### src/rtl/i2cm_pkg.sv
// ----------------------------------------------------------------------------
// I2C master byte engine package
// Shared types, command codes and register indexes for the I2C master engine.
// ----------------------------------------------------------------------------
package i2cm_pkg;

    localparam logic [2:0] OP_NONE  = 3'd0;
    localparam logic [2:0] OP_START = 3'd1;
    localparam logic [2:0] OP_STOP  = 3'd2;
    localparam logic [2:0] OP_WRITE = 3'd3;
    localparam logic [2:0] OP_READ  = 3'd4;

    localparam logic CFG_PHASE_TICKS = 1'b0;
    localparam logic CFG_ACK_TIMEOUT = 1'b1;

    localparam logic [15:0] PHASE_TICKS_RESET = 16'd1;
    localparam logic [15:0] ACK_TIMEOUT_RESET = 16'd250;

    typedef enum logic [4:0] {
        ST_IDLE   = 5'd0,
        ST_STA1   = 5'd1,
        ST_STA2   = 5'd2,
        ST_STA3   = 5'd3,
        ST_STO1   = 5'd4,
        ST_STO2   = 5'd5,
        ST_FIN    = 5'd6,
        ST_WCLKH  = 5'd7,
        ST_WCLKL  = 5'd8,
        ST_WBIT   = 5'd9,
        ST_WREL   = 5'd10,
        ST_WCLKL2 = 5'd11,
        ST_AREL   = 5'd12,
        ST_ACLKH  = 5'd13,
        ST_APOLL  = 5'd14,
        ST_RCLKH  = 5'd15,
        ST_RCLKL  = 5'd16,
        ST_RACK   = 5'd17,
        ST_RACKH  = 5'd18,
        ST_RACKL  = 5'd19
    } i2cm_step_t;

    typedef struct packed {
        logic [2:0] opcode;
        logic [7:0] write_byte;
        logic       read_ack;
        logic       sda_sample;
    } i2cm_item_t;

    typedef struct packed {
        logic       scl_level;
        logic       sda_pull_low;
        logic       busy_res;
        logic       done_res;
        logic [7:0] read_data;
        logic       ack_failed;
    } i2cm_result_t;

    typedef struct packed {
        logic [15:0] phase_ticks;
        logic [15:0] ack_timeout;
    } i2cm_cfg_t;

endpackage

### src/rtl/i2cm_core.sv
// ----------------------------------------------------------------------------
// I2C master sequencer
// Pin sequence state machine, bit counters, shifter and ACK polling; advances
// by one tick for each request that it is given.
// ----------------------------------------------------------------------------
module i2cm_core (
    input  logic                  clk,
    input  logic                  rst_n,
    input  logic                  step,
    input  i2cm_pkg::i2cm_item_t  item,
    input  i2cm_pkg::i2cm_cfg_t   cfg,
    output i2cm_pkg::i2cm_result_t result
);

    i2cm_pkg::i2cm_step_t state_reg, state_next;
    logic [3:0]  bit_count_reg, bit_count_next;
    logic [7:0]  shift_reg, shift_next;
    logic [15:0] phase_count_reg, phase_count_next;
    logic [15:0] poll_count_reg, poll_count_next;
    logic        scl_out_reg, scl_out_next;
    logic        sda_out_reg, sda_out_next;
    logic        nack_flag_reg, nack_flag_next;
    logic        ack_after_read_reg, ack_after_read_next;
    logic [7:0]  read_latch_reg, read_latch_next;
    logic        done;

    logic [15:0] hold_value;
    logic [3:0]  bit_inc;
    logic        running;

    assign hold_value = ((cfg.phase_ticks == 16'd0) ? 16'd1 : cfg.phase_ticks) - 16'd1;
    assign bit_inc    = bit_count_reg + 4'd1;
    assign running    = (state_reg != i2cm_pkg::ST_IDLE) && (phase_count_reg == 16'd0);

    always_comb
    begin
        state_next = state_reg;
        if (state_reg == i2cm_pkg::ST_IDLE) begin
            case (item.opcode)
                i2cm_pkg::OP_START: state_next = i2cm_pkg::ST_STA1;
                i2cm_pkg::OP_STOP:  state_next = i2cm_pkg::ST_STO1;
                i2cm_pkg::OP_WRITE: state_next = i2cm_pkg::ST_WCLKH;
                i2cm_pkg::OP_READ:  state_next = i2cm_pkg::ST_RCLKH;
                default:            state_next = i2cm_pkg::ST_IDLE;
            endcase
        end else if (running) begin
            case (state_reg)
                i2cm_pkg::ST_STA1:   state_next = i2cm_pkg::ST_STA2;
                i2cm_pkg::ST_STA2:   state_next = i2cm_pkg::ST_STA3;
                i2cm_pkg::ST_STA3:   state_next = i2cm_pkg::ST_FIN;
                i2cm_pkg::ST_STO1:   state_next = i2cm_pkg::ST_STO2;
                i2cm_pkg::ST_STO2:   state_next = i2cm_pkg::ST_FIN;
                i2cm_pkg::ST_FIN:    state_next = i2cm_pkg::ST_IDLE;
                i2cm_pkg::ST_WCLKH:  state_next = i2cm_pkg::ST_WCLKL;
                i2cm_pkg::ST_WCLKL:
                    state_next = bit_count_reg[3] ? i2cm_pkg::ST_WREL : i2cm_pkg::ST_WBIT;
                i2cm_pkg::ST_WBIT:   state_next = i2cm_pkg::ST_WCLKH;
                i2cm_pkg::ST_WREL:   state_next = i2cm_pkg::ST_WCLKL2;
                i2cm_pkg::ST_WCLKL2: state_next = i2cm_pkg::ST_AREL;
                i2cm_pkg::ST_AREL:   state_next = i2cm_pkg::ST_ACLKH;
                i2cm_pkg::ST_ACLKH:  state_next = i2cm_pkg::ST_APOLL;
                i2cm_pkg::ST_APOLL:
                    if (!item.sda_sample) begin
                        state_next = i2cm_pkg::ST_IDLE;
                    end else if (poll_count_reg >= cfg.ack_timeout) begin
                        state_next = i2cm_pkg::ST_STO1;
                    end
                i2cm_pkg::ST_RCLKH:
                    state_next = bit_inc[3] ? i2cm_pkg::ST_RACK : i2cm_pkg::ST_RCLKL;
                i2cm_pkg::ST_RCLKL:  state_next = i2cm_pkg::ST_RCLKH;
                i2cm_pkg::ST_RACK:   state_next = i2cm_pkg::ST_RACKH;
                i2cm_pkg::ST_RACKH:  state_next = i2cm_pkg::ST_RACKL;
                i2cm_pkg::ST_RACKL:  state_next = i2cm_pkg::ST_FIN;
                default:             state_next = i2cm_pkg::ST_IDLE;
            endcase
        end
    end

    always_comb
    begin
        bit_count_next      = bit_count_reg;
        shift_next          = shift_reg;
        phase_count_next    = hold_value;
        poll_count_next     = poll_count_reg;
        scl_out_next        = scl_out_reg;
        sda_out_next        = sda_out_reg;
        nack_flag_next      = nack_flag_reg;
        ack_after_read_next = ack_after_read_reg;
        read_latch_next     = read_latch_reg;
        done                = 1'b0;
        if (state_reg == i2cm_pkg::ST_IDLE) begin
            case (item.opcode)
                i2cm_pkg::OP_START: sda_out_next = 1'b1;
                i2cm_pkg::OP_STOP:  sda_out_next = 1'b0;
                i2cm_pkg::OP_WRITE:
                begin
                    nack_flag_next = 1'b0;
                    scl_out_next   = 1'b0;
                    sda_out_next   = item.write_byte[7];
                    shift_next     = {item.write_byte[6:0], 1'b0};
                    bit_count_next = 4'd1;
                end
                i2cm_pkg::OP_READ:
                begin
                    ack_after_read_next = item.read_ack;
                    sda_out_next        = 1'b1;
                    scl_out_next        = 1'b0;
                    bit_count_next      = 4'd0;
                end
                default: phase_count_next = phase_count_reg;
            endcase
        end else if (!running) begin
            phase_count_next = phase_count_reg - 16'd1;
        end else begin
            case (state_reg)
                i2cm_pkg::ST_STA1:   scl_out_next = 1'b1;
                i2cm_pkg::ST_STA2:   sda_out_next = 1'b0;
                i2cm_pkg::ST_STA3:   scl_out_next = 1'b0;
                i2cm_pkg::ST_STO1:   scl_out_next = 1'b1;
                i2cm_pkg::ST_STO2:   sda_out_next = 1'b1;
                i2cm_pkg::ST_FIN:
                begin
                    done             = 1'b1;
                    phase_count_next = phase_count_reg;
                end
                i2cm_pkg::ST_WCLKH:  scl_out_next = 1'b1;
                i2cm_pkg::ST_WCLKL:  scl_out_next = 1'b0;
                i2cm_pkg::ST_WBIT:
                begin
                    sda_out_next   = shift_reg[7];
                    shift_next     = {shift_reg[6:0], 1'b0};
                    bit_count_next = bit_inc;
                end
                i2cm_pkg::ST_WREL:   sda_out_next = 1'b1;
                i2cm_pkg::ST_WCLKL2: scl_out_next = 1'b0;
                i2cm_pkg::ST_AREL:   sda_out_next = 1'b1;
                i2cm_pkg::ST_ACLKH:
                begin
                    scl_out_next    = 1'b1;
                    poll_count_next = 16'd0;
                end
                i2cm_pkg::ST_APOLL:
                    if (!item.sda_sample) begin
                        scl_out_next     = 1'b0;
                        done             = 1'b1;
                        phase_count_next = phase_count_reg;
                    end else if (poll_count_reg >= cfg.ack_timeout) begin
                        nack_flag_next = 1'b1;
                        sda_out_next   = 1'b0;
                    end else begin
                        poll_count_next  = poll_count_reg + 16'd1;
                        phase_count_next = phase_count_reg;
                    end
                i2cm_pkg::ST_RCLKH:
                begin
                    scl_out_next   = 1'b1;
                    shift_next     = {shift_reg[6:0], item.sda_sample};
                    bit_count_next = bit_inc;
                end
                i2cm_pkg::ST_RCLKL:  scl_out_next = 1'b0;
                i2cm_pkg::ST_RACK:
                begin
                    scl_out_next    = 1'b0;
                    sda_out_next    = !ack_after_read_reg;
                    read_latch_next = shift_reg;
                end
                i2cm_pkg::ST_RACKH:  scl_out_next = 1'b1;
                i2cm_pkg::ST_RACKL:  scl_out_next = 1'b0;
                default:             phase_count_next = phase_count_reg;
            endcase
        end
    end

    always_ff @(posedge clk or negedge rst_n)
    begin
        if (!rst_n) begin
            state_reg          <= i2cm_pkg::ST_IDLE;
            bit_count_reg      <= 4'd0;
            shift_reg          <= 8'd0;
            phase_count_reg    <= 16'd0;
            poll_count_reg     <= 16'd0;
            scl_out_reg        <= 1'b1;
            sda_out_reg        <= 1'b1;
            nack_flag_reg      <= 1'b0;
            ack_after_read_reg <= 1'b0;
            read_latch_reg     <= 8'd0;
        end else if (step) begin
            state_reg          <= state_next;
            bit_count_reg      <= bit_count_next;
            shift_reg          <= shift_next;
            phase_count_reg    <= phase_count_next;
            poll_count_reg     <= poll_count_next;
            scl_out_reg        <= scl_out_next;
            sda_out_reg        <= sda_out_next;
            nack_flag_reg      <= nack_flag_next;
            ack_after_read_reg <= ack_after_read_next;
            read_latch_reg     <= read_latch_next;
        end
    end

    always_comb
    begin
        result.scl_level    = scl_out_next;
        result.sda_pull_low = !sda_out_next;
        result.busy_res     = (state_next != i2cm_pkg::ST_IDLE);
        result.done_res     = done;
        result.read_data    = read_latch_next;
        result.ack_failed   = nack_flag_next;
    end

    // The pins never move while a hold is still counting down.
    a_hold_pins: assert property (@(posedge clk) disable iff (!rst_n)
        step && state_reg != i2cm_pkg::ST_IDLE && phase_count_reg != 16'd0
        |=> $stable(scl_out_reg) && $stable(sda_out_reg) && $stable(state_reg))
        else $error("pin levels changed during a hold");

    // A failed acknowledge is only ever flagged out of the polling step.
    a_nack_source: assert property (@(posedge clk) disable iff (!rst_n)
        $rose(nack_flag_reg) |-> $past(state_reg) == i2cm_pkg::ST_APOLL)
        else $error("acknowledge failure flagged outside polling");

    // Completion leaves the engine idle.
    a_done_idle: assert property (@(posedge clk) disable iff (!rst_n)
        step && done |=> state_reg == i2cm_pkg::ST_IDLE)
        else $error("engine still busy after completion");

endmodule

### src/rtl/i2c_master_byte_engine.sv
// ----------------------------------------------------------------------------
// I2C master byte engine
// Bit-level I2C master: each request is one tick carrying the sampled SDA
// level and, while idle, a start, stop, write or read command.
//
//   channel  direction  handshake                    payload
//   item     in         item_valid / item_ready      i2cm_item_t
//   result   out        result_valid / result_ready  i2cm_result_t
//   cfg      in         cfg_valid / cfg_ready        cfg_index, cfg_data
//
// One request is taken in every cycle while no result is stalled; its result
// is registered and appears on the cycle after acceptance. The result side
// sets the rate: a stalled result holds its register and blocks new requests
// only while it waits. Reset releases the pins and restores cfg defaults.
// ----------------------------------------------------------------------------
module i2c_master_byte_engine (
    input  logic                   clk,
    input  logic                   rst_n,
    input  logic                   item_valid,
    output logic                   item_ready,
    input  i2cm_pkg::i2cm_item_t   item,
    output logic                   result_valid,
    input  logic                   result_ready,
    output i2cm_pkg::i2cm_result_t result,
    input  logic                   cfg_valid,
    output logic                   cfg_ready,
    input  logic                   cfg_index,
    input  logic [15:0]            cfg_data
);

    i2cm_pkg::i2cm_cfg_t    cfg_reg;
    i2cm_pkg::i2cm_result_t result_next;
    i2cm_pkg::i2cm_result_t result_reg;
    logic                   result_valid_reg;
    logic                   accept;

    assign item_ready = !result_valid_reg || result_ready;
    assign accept     = item_valid && item_ready;
    assign cfg_ready  = 1'b1;

    always_ff @(posedge clk or negedge rst_n)
    begin
        if (!rst_n) begin
            cfg_reg.phase_ticks <= i2cm_pkg::PHASE_TICKS_RESET;
            cfg_reg.ack_timeout <= i2cm_pkg::ACK_TIMEOUT_RESET;
        end else if (cfg_valid) begin
            case (cfg_index)
                i2cm_pkg::CFG_PHASE_TICKS: cfg_reg.phase_ticks <= cfg_data;
                i2cm_pkg::CFG_ACK_TIMEOUT: cfg_reg.ack_timeout <= cfg_data;
                default:                   cfg_reg             <= cfg_reg;
            endcase
        end
    end

    i2cm_core u_core (
        .clk    (clk),
        .rst_n  (rst_n),
        .step   (accept),
        .item   (item),
        .cfg    (cfg_reg),
        .result (result_next)
    );

    always_ff @(posedge clk or negedge rst_n)
    begin
        if (!rst_n) begin
            result_valid_reg <= 1'b0;
        end else if (item_ready) begin
            result_valid_reg <= item_valid;
        end
    end

    always_ff @(posedge clk)
    begin
        if (accept) begin
            result_reg <= result_next;
        end
    end

    assign result_valid = result_valid_reg;
    assign result       = result_reg;

endmodule

### config.mk
export PLATFORM = sky130hd
export DESIGN_NAME = i2c_master_byte_engine
export DESIGN_NICKNAME = d
export VERILOG_FILES = /design/src/rtl/i2cm_pkg.sv /design/src/rtl/i2cm_core.sv /design/src/rtl/i2c_master_byte_engine.sv
export SDC_FILE = /design/constraint.sdc
export NUM_CORES = 1
export LEC_CHECK = 0
export BUFFER_PORTS_ARGS = -buffer_cell sky130_fd_sc_hd__buf_2
export CAP_MARGIN = 0
export CORE_AREA = 5 5 108 110
export CTS_CLUSTER_SIZE = 28
export DETAILED_ROUTE_END_ITERATION = 12
export DIE_AREA = 0 0 113 115
export GPL_ROUTABILITY_DRIVEN = 0
export HOLD_SLACK_MARGIN = 0.02
export PLACE_DENSITY = 0.85
export RECOVER_POWER = 25
export SYNTH_ARGS = -nofsm -noshare
export SYNTH_HDL_FRONTEND = slang
export SYNTH_SLANG_ARGS = --single-unit
### constraint.sdc
create_clock -name clk -period 3.6 [get_ports clk]
set_clock_uncertainty 0.1 [all_clocks]
set_input_delay 0.54 -clock clk [delete_from_list [all_inputs] [get_ports clk]]
set_output_delay 0.54 -clock clk [all_outputs]
set_load 0.1 [all_outputs]
# [Yosys cells after proc, flatten, opt, wreduce, memory -nomap -nowiden]
# Cells that the tools add are included.
[totals] register_bits=107 in_bits=35 output_inout_bits=16 wordCells=138
[classes] n_addsub=4 order_cmp=1 eq_ne=31 muxes=48 bitwise=3 n_reduce_logical=32
[op_table] op="$mux W16" n=8
[op_table] op="$pmux W5 S16" n=1
[op_table] op="$pmux W16 S2" n=2
[op_table] op="$mux W8" n=6
[op_table] op="$eq A5 B4 Y1 const B" n=8
[op_table] op="$logic_not A16 Y1" n=2
[op_table] op="$sub A16 B1 Y16 const B" n=2
[op_table] op="$eq A5 B3 Y1 const B" n=4
[op_table] op="$eq A5 B5 Y1 const B" n=4
[op_table] op="$mux W5" n=4
[op_table] op="$reduce_or A17 Y1" n=1
[op_table] op="$add A16 B1 Y16 const B" n=1
[op_table] op="$ge A16 B16 Y1" n=1
[op_table] op="$mux W1" n=16
[op_table] op="$pmux W4 S4" n=1
[op_table] op="$pmux W8 S2" n=1
[op_table] op="$mux W4" n=3
[op_table] op="$ne A4 B4 Y1 const B" n=3
[op_table] op="$reduce_or A6 Y1" n=2
[op_table] op="$eq A5 B2 Y1 const B" n=2
[op_table] op="$reduce_bool A5 Y1" n=2
[op_table] op="$ne A2 B2 Y1 const B" n=4
[op_table] op="$pmux W4 S2" n=1
[op_table] op="$reduce_and A4 Y1" n=2
[op_table] op="other kinds (24)" n=38

# [Depth between registers and ports, before layout]
# Gate-level depths: netlist of run 1.
[depth] word_depth=8 ltp_mapped=12 mapped_depth_nobuf=12

# [Hierarchy]
# From an unflattened synthesis of run 1, not the netlist that was laid out.
[unflattened] hier_cells=705 area_unflattened_um2=6662.6
[modules_own_cells] mod="i2cm_core" n_inst=1 cells_each=617 area_per_inst_um2=4956.0 seq_area_each_um2=1529.0
[modules_own_cells] mod="i2c_master_byte_engine" n_inst=1 cells_each=88 area_per_inst_um2=1706.6 seq_area_each_um2=1224.9

# [Worst setup path before layout of run 1]
# Ideal clock, no wire load.
[synth_timing] path_type="flip-flop to flip-flop" from="register result_valid_reg, in the netlist result_valid" to="register u_core.phase_count_reg[6]" setup_time_ns=0.145 arrival_ns=3.768 required_ns=3.355 setup_slack_ns=-0.413 path_stages_with_launch=10 path_buffers=2 synth_period_minus_slack_ns=4.013 cell_sequence="dfrtp_1 > nand2b_1 > nand2_1 > buf_1 > inv_1 > o2111ai_1 > nor2_1 > a21oi_1 > clkbuf_1 > o221ai_1"
[synth_between] elab_chain_cells=4
[synth_rtl] element="start, declared" line="i2c_master_byte_engine.sv:34" source="logic result_valid_reg;"
[synth_rtl] element="start signal, assigned" line="i2c_master_byte_engine.sv:69" source="result_valid_reg <= item_valid;"
[synth_rtl] element="$logic_not A1 Y1" line="i2c_master_byte_engine.sv:37" source="assign item_ready = !result_valid_reg || result_ready;"
[synth_rtl] element="$logic_or A1 B1 Y1" line="i2c_master_byte_engine.sv:37"
[synth_rtl] element="via item_ready" line="i2c_master_byte_engine.sv:20" source="output logic item_ready,"
[synth_rtl] element="$logic_and A1 B1 Y1" line="i2c_master_byte_engine.sv:38" source="assign accept = item_valid && item_ready;"
[synth_rtl] element="via accept" line="i2c_master_byte_engine.sv:35" source="logic accept;"
[synth_rtl] element="$reduce_and A5 Y1 (no source line)"
[synth_rtl] element="end signal, assigned" line="i2cm_core.sv:191" source="phase_count_reg <= phase_count_next;"
[synth_rtl] element="end, declared" line="i2cm_core.sv:18" source="logic [15:0] phase_count_reg, phase_count_next;"
# The timed path passes the listed nets, and every way through them passes these cells.
# A chain may end at the register's enable or synchronous reset.

# [Final worst setup path of run 1]
[layout_timing] from="register u_core.phase_count_reg[9]" to="register u_core.poll_count_reg[12]"
[layout_between] elab_chain_cells=3
[layout_rtl] element="$logic_not A16 Y1" line="i2cm_core.sv:33" source="assign running = (state_reg != i2cm_pkg::ST_IDLE) && (phase_count_reg == 16'd0);"
[layout_rtl] element="$logic_and A1 B1 Y1" line="i2cm_core.sv:33"
[layout_rtl] element="$reduce_and A6 Y1 (no source line)"
[layout_rtl] element="end signal, assigned" line="i2cm_core.sv:192" source="poll_count_reg <= poll_count_next;"
[layout_rtl] element="end, declared" line="i2cm_core.sv:19" source="logic [15:0] poll_count_reg, poll_count_next;"
# Every way passes these cells.

==> results.yml, run 1 <==
worst_setup_path:
  required_ns: 3.82
  crit_family: "simple AND/OR/NAND/NOR gates"
  r2r_slack_ns: 0.42
  worstSetupStartpointType: "register"
  crit_path_end: "u_core.poll_count_reg[12]"
  reg2reg_to: "u_core.poll_count_reg[12]"
  cp_slowest_cell: "or4_4"
  cp.depth: 8
  crit_top_cell: "or3_1"
  critical_path.max_fanout: 10
  path_class: "reg2reg"
  ff2ff_path_depth: 8
  timing.critical_path.from: "u_core.phase_count_reg[9]"
  r2r-start: "u_core.phase_count_reg[9]"
  crit_chain: "or3_1 > or4_4 > or2_1 > a2111oi_4 > buf_4 > nand4_4 > or3_1 > a21oi_1"
  slowest_delay_ns: 0.56
  end_kind: "register"
  cp_num_buf_inv: 1
  crit_arrival_ns: 3.40
grt:
  grt_max_degree: 78
  grt-ovfl-total: 0
  grt_pass1_wl_microns: 25000
  grt_usage_pct: 23.9
  grt_antenna_before_repair: 0
  grt_pass1_vias: 5162
clock_network:
  htreeDepth: 3
  clkLatencyLatePin_ns: 0.39
  cts_setup_buffers: 0
  cts-buffers-inserted: 9
  clock_path_buffers: 2
  cts_sinks: 107
  tritoncts: "done"
  cts.clk_slew.worst_paths_ns: 0.10
  ctsResizeCount: 0
  clockRootBuffer: "clkbuf_8"
  cts-hold-fix-buffers: 0
sta:
  drv_slew: 78
  tightest_slew_ns: 1.96
  period_minus_slack_ns: 3.18
  tns_ns: 0
  finalHoldViolations: 0
  slew_headroom_pct: -30.7
  finalSetupViolations: 0
  fmax_mhz: 314
  period_share_pct: 88.5
  rsz0062_at_grt: "false"
detailed_routing:
  drc: 0
  wl_microns: 15000
  vias: 5388
  postRouteAntennaNets: 0
  drt-pass1-iter-count: 8
  first_iter_violations: 581
  routedWlPerCell_microns: 17.3
  viasPerCell: 6.21
logic_synthesis:
  yosysSeqAreaShare_pct: 43.9
  synth_flop_cell: "dfrtp_1"
  syn_area_per_cell_sq_um: 9.26
  syn_inst: 677
  synth_area_sq_um: 6270
  yosysUniqueCellTypes: 65
  ys_ff_latch: 107
  yosysTopAreaCell: "dfrtp_1"
  syn-num-nets: 732
  netlist.area_leader.share_pct: 33.9
  yosys_warnings: 0
  synth_edf_count: 13
  synth_area_leaders: "dfrtp_1 (34%), mux2_2 (8.4%), edfxtp_1 (6.2%)"
  yosysMostFrequentCell: "dfrtp_1"
  async_flop_share_pct: 87.9
  yosys-top-cells-count: "dfrtp_1 (85), nand2_1 (73), nor2_1 (55)"
layout:
  area_delta_synth_final_pct: 10.2
  largest_reg_flops: 32
  layout.nets: 778
  instances_no_fill: 868
  diodes: 0
  nFillCells: 842
  drive_gt1_share_pct: 20.9
placement:
  hpwl_microns: 11000
  place.port_buffers: 49
  place_inst: 852
floorplan:
  ios: 51
  fp.dieW_microns: 113
  core-area_sq_um: 10600
  die-area_sq_um: 13000
  num_rows: 38
  floorplan.initialDensity_pct: 59.2
  die_h_microns: 115
pwr:
  ir_drop_mv: 0.297
  p_per_area_nw_per_um2: 482
  p_leak_nw: 2.96
run:
  maxCapViolCount: 1
run_status:
  violations: "max-capacitance violations, max-slew violations"
  status: "complete, but fails checks"
min_path:
  min_path_type: "in2reg"
## cell families after synthesis
group / after synthesis / share of synthesized area, %
DFF: 107 / 43.9
adders and majority gates: 20 / 3.99
and+or+nand+nor: 249 / 19.5
muxes: 47 / 8.44
buffers and inverters: 63 / 4.17
other: 1 / 0.0598
AOI/OAI and AO/OA: 169 / 17.0
xor gates and xnor gates: 21 / 2.93
## metrics by stage
step                total power [mW]  util, %  area (sq um)  setup WS, ns  hold WS (ns)
global route                    3.51     65.2          6910         0.227         0.250
detailed placement              2.51     63.2          6700         0.454         0.374
CTS                             3.34     65.3          6920         0.415         0.239
floorplan                       2.24        -          6280         0.295         0.144
finish                          3.33     65.2          6910         0.416         0.251
global placement                2.45     63.2          6700         0.543         0.354
## worst min path at each step
stage / startpoint / to / slack (ns) / depth (start not counted)
after floorplan: rst_n / cfg_reg[0] / 0.14 / 0
after global placement: u_core.scl_out_reg / u_core.scl_out_reg / 0.35 / 2
after detailed placement: u_core.phase_count_reg[13] / u_core.phase_count_reg[13] / 0.37 / 2
after CTS: rst_n / u_core.state_reg[1] / 0.24 / 1
after global routing: item_valid / result_valid / 0.25 / 2
final: item_valid / result_valid / 0.25 / 2
## area by class of cell
cell class                 instances  area (sq um)  share of cell area [%]
clock inverter                     6          88.8                    1.29
clock buffer                      10           128                    1.85
timing repair buffer              69           390                    5.65
tap                              140           175                    2.53
multi-input combinational        507          3270                    47.2
sequential                       107          2760                    39.9
inverter                          29           109                    1.57
## layer usage
| metal | track usage (%) | vias to the layer above | share of wire (%) |
|---|---|---|---|
| met4 | 11.3 | 0 | 3.5 |
| met2 | 39.0 | 246 | 48 |
| met5 | 0 | - | 0 |
| li1 | - | 2531 | - |
| met1 | 31.4 | 2567 | 41 |
| met3 | 3.68 | 44 | 7.3 |
## where the power goes
group / switching (mW) / leakage [nW] / total [mW] / internal [mW]
Combinational: 0.535 / 1.58 / 0.878 / 0.342
Clock: 0.434 / 0.105 / 0.829 / 0.395
Sequential: 0.207 / 1.27 / 1.63 / 1.42
## cell usage in the layout (no fill, tap or decap), types with 12 or more instances in the layout
cell and count:
a21oi_1 47, a31oi_1 15, buf_2 47, buf_4 19, dfrtp_1 84, edfxtp_1 13
ha_1 20, inv_1 29, mux2_2 47, nand2_1 73, nand3_1 25, nor2_1 55
nor2b_1 12, nor3_1 20, o21ai_0 47, xor2_1 13
Power figures use the tool's default switching activity.
==> run 2: changes to the inputs <==
--- a/config.mk
+++ b/config.mk
@@ -12,9 +12,9 @@
 export DETAILED_ROUTE_END_ITERATION = 12
 export DIE_AREA = 0 0 113 115
 export GPL_ROUTABILITY_DRIVEN = 0
+export GPL_TIMING_DRIVEN = 0
 export HOLD_SLACK_MARGIN = 0.02
 export PLACE_DENSITY = 0.85
-export RECOVER_POWER = 25
 export SYNTH_ARGS = -nofsm -noshare
 export SYNTH_HDL_FRONTEND = slang
 export SYNTH_SLANG_ARGS = --single-unit
==> run 2 against run 1 <==
  * The run now ends clean
  * Sequential power shrank 2%
  * Count of clock-buffer cells in the layout shrank 1
  * Final cell count grew 1.7%
  * Worst setup slack lost 0.20 ns
  * Die area is the same
  * Via count grew 5.7%
  * Combinational power grew 7.7%
  * First-iteration DRC count grew 18%
==> results.yml, run 2 (synthesis results as in run 1) <==
sta:
  period_minus_slack_ns: 3.38
  hold_ws_ns: 0.0158
  rsz0062_at_grt: "false"
  finalSetupViolations: 0
  fmax_mhz: 295
  tightest_slew_ns: 0.747
  finalHoldViolations: 0
  period_share_pct: 94.0
  slew_headroom_pct: 49.7
  drv_slew: 0
min_path:
  min_path_type: "in2async"
worst_setup_path:
  ff2ff_path_depth: 9
  reg2reg_to: "u_core.phase_count_reg[2]"
  r2r_slack_ns: 0.22
  r2r-start: "u_core.phase_count_reg[9]"
  crit_path_end: "u_core.phase_count_reg[2]"
  path_class: "reg2reg"
  timing.critical_path.from: "u_core.phase_count_reg[9]"
  required_ns: 3.78
  critical_path.max_fanout: 10
  worstSetupStartpointType: "register"
  crit_arrival_ns: 3.57
  end_kind: "register"
floorplan:
  fp.dieW_microns: 113
  floorplan.initialDensity_pct: 59.2
  ios: 51
  die_h_microns: 115
  core-area_sq_um: 10600
  die-area_sq_um: 13000
  num_rows: 38
pwr:
  internal-power_mw: 2.17
  p_comb_share_pct: 27.9
  power.switching_mw: 1.23
  pwr-share-clk_pct: 25.3
  ir_drop_mv: 0.344
  pwr-share-seq_pct: 46.8
  p_per_area_nw_per_um2: 487
  p_sw_share_pct: 36.2
  power_mw: 3.39
  p_leak_nw: 2.97
run:
  maxCapViolCount: 0
detailed_routing:
  drt-pass1-iter-count: 9
  routedWlPerCell_microns: 18.2
  postRouteAntennaNets: 0
  drc: 0
  first_iter_violations: 683
  viasPerCell: 6.45
  vias: 5696
  wl_microns: 16000
clock_network:
  cts-hold-fix-buffers: 0
  clkLatencyLatePin_ns: 0.39
  cts_setup_buffers: 0
  tritoncts: "done"
  cts_sinks: 107
  cts.clk_slew.worst_paths_ns: 0.11
  ctsResizeCount: 1
  htreeDepth: 3
  cts-buffers-inserted: 9
  clock_path_buffers: 2
  clockRootBuffer: "clkbuf_8"
layout:
  area_delta_synth_final_pct: 11.2
  nFillCells: 850
  diodes: 0
  final_common_cell: "dfrtp_1"
  layout_common_cells: "dfrtp_1 (84), nand2_1 (73), nor2_1 (54), buf_2 (53)"
  drive_gt1_share_pct: 20.1
  seq_area_sq_um: 2760
  largest_reg_flops: 32
  layout.nets: 793
  multiInputGateArea_sq_um: 3280
placement:
  place.port_buffers: 49
  hpwl_microns: 11900
grt:
  grt_max_degree: 59
  grt_pass1_vias: 5510
  grt_usage_pct: 25.1
  grt-ovfl-total: 0
  grt_antenna_before_repair: 0
  grt_pass1_wl_microns: 26700
run_status:
  status: "finished, final reports clean"
## run 2: changes by cell type in the layout (fill, tap and decap cells not counted), sizes merged
cell	delta
clkbuf	+19
inv	+1
buf	-5
## run 2: routing by layer
layer / up-vias / routed length, microns / global-route usage (%)
met5: - / 0 / 0
met1: 2734 / 6410 / 32.5
met4: 0 / 660 / 10.7
met2: 323 / 7620 / 42.0
li1: 2573 / - / -
met3: 66 / 1340 / 4.21
## run 2: area by class of cell
class / count / area share [%]
plain buffers: 34 / 2.21
clock buffers: 9 / 1.78
clock inverters: 7 / 1.51
inverters: 29 / 1.56
multi-input cells: 507 / 47.0
flip-flops and latches: 107 / 39.5
well taps: 140 / 2.51
repair buffers: 50 / 3.95
## run 2: per-stage QoR
step,instances,TNS [ns],area (sq um),setup WS (ns),util [%]
2_1_floorplan,677,0,6280,0.295,-
3_3_place_gp,866,-0.0366,6700,-0.0366,63.2
3_5_place_dp,867,-0.312,6730,-0.0778,63.4
4_1_cts,883,0,6960,0.0266,65.6
5_1_grt,883,0,6970,0.0585,65.8
6_report,883,0,6970,0.215,65.8
## run 2: power by group through the flow
stage	sequential, mW	clock [mW]	combinational, mW
floorplan	1.62	0	0.625
CTS	1.58	0.862	0.928
finish	1.59	0.859	0.946
global placement	1.59	0	0.872
global route	1.61	0.917	1.04
detailed placement	1.60	0	0.922
## run 2: worst min-delay path by stage
| stage | startpoint | end | slack, ns | depth (start not counted) |
|---|---|---|---|---|
| detailed placement | u_core.scl_out_reg | u_core.scl_out_reg | 0.38 | 2 |
| floorplan | rst_n | cfg_reg[0] | 0.14 | 0 |
| global route | rst_n | u_core.read_latch_reg[1] | 0.05 | 1 |
| finish | rst_n | u_core.state_reg[2] | 0.02 | 1 |
| CTS | rst_n | u_core.state_reg[2] | 0.03 | 1 |
| global placement | u_core.scl_out_reg | u_core.scl_out_reg | 0.35 | 2 |
## run 2: critical path, stage by stage, from the launching register on
cell and delay (ns):
dfrtp_1 0.43, or3_1 0.35, buf_2 0.16, or4_4 0.54
o21ai_2 0.41, a21oi_1 0.34, a21oi_2 0.40, buf_2 0.31
nor2_1 0.08, o21a_1 0.17
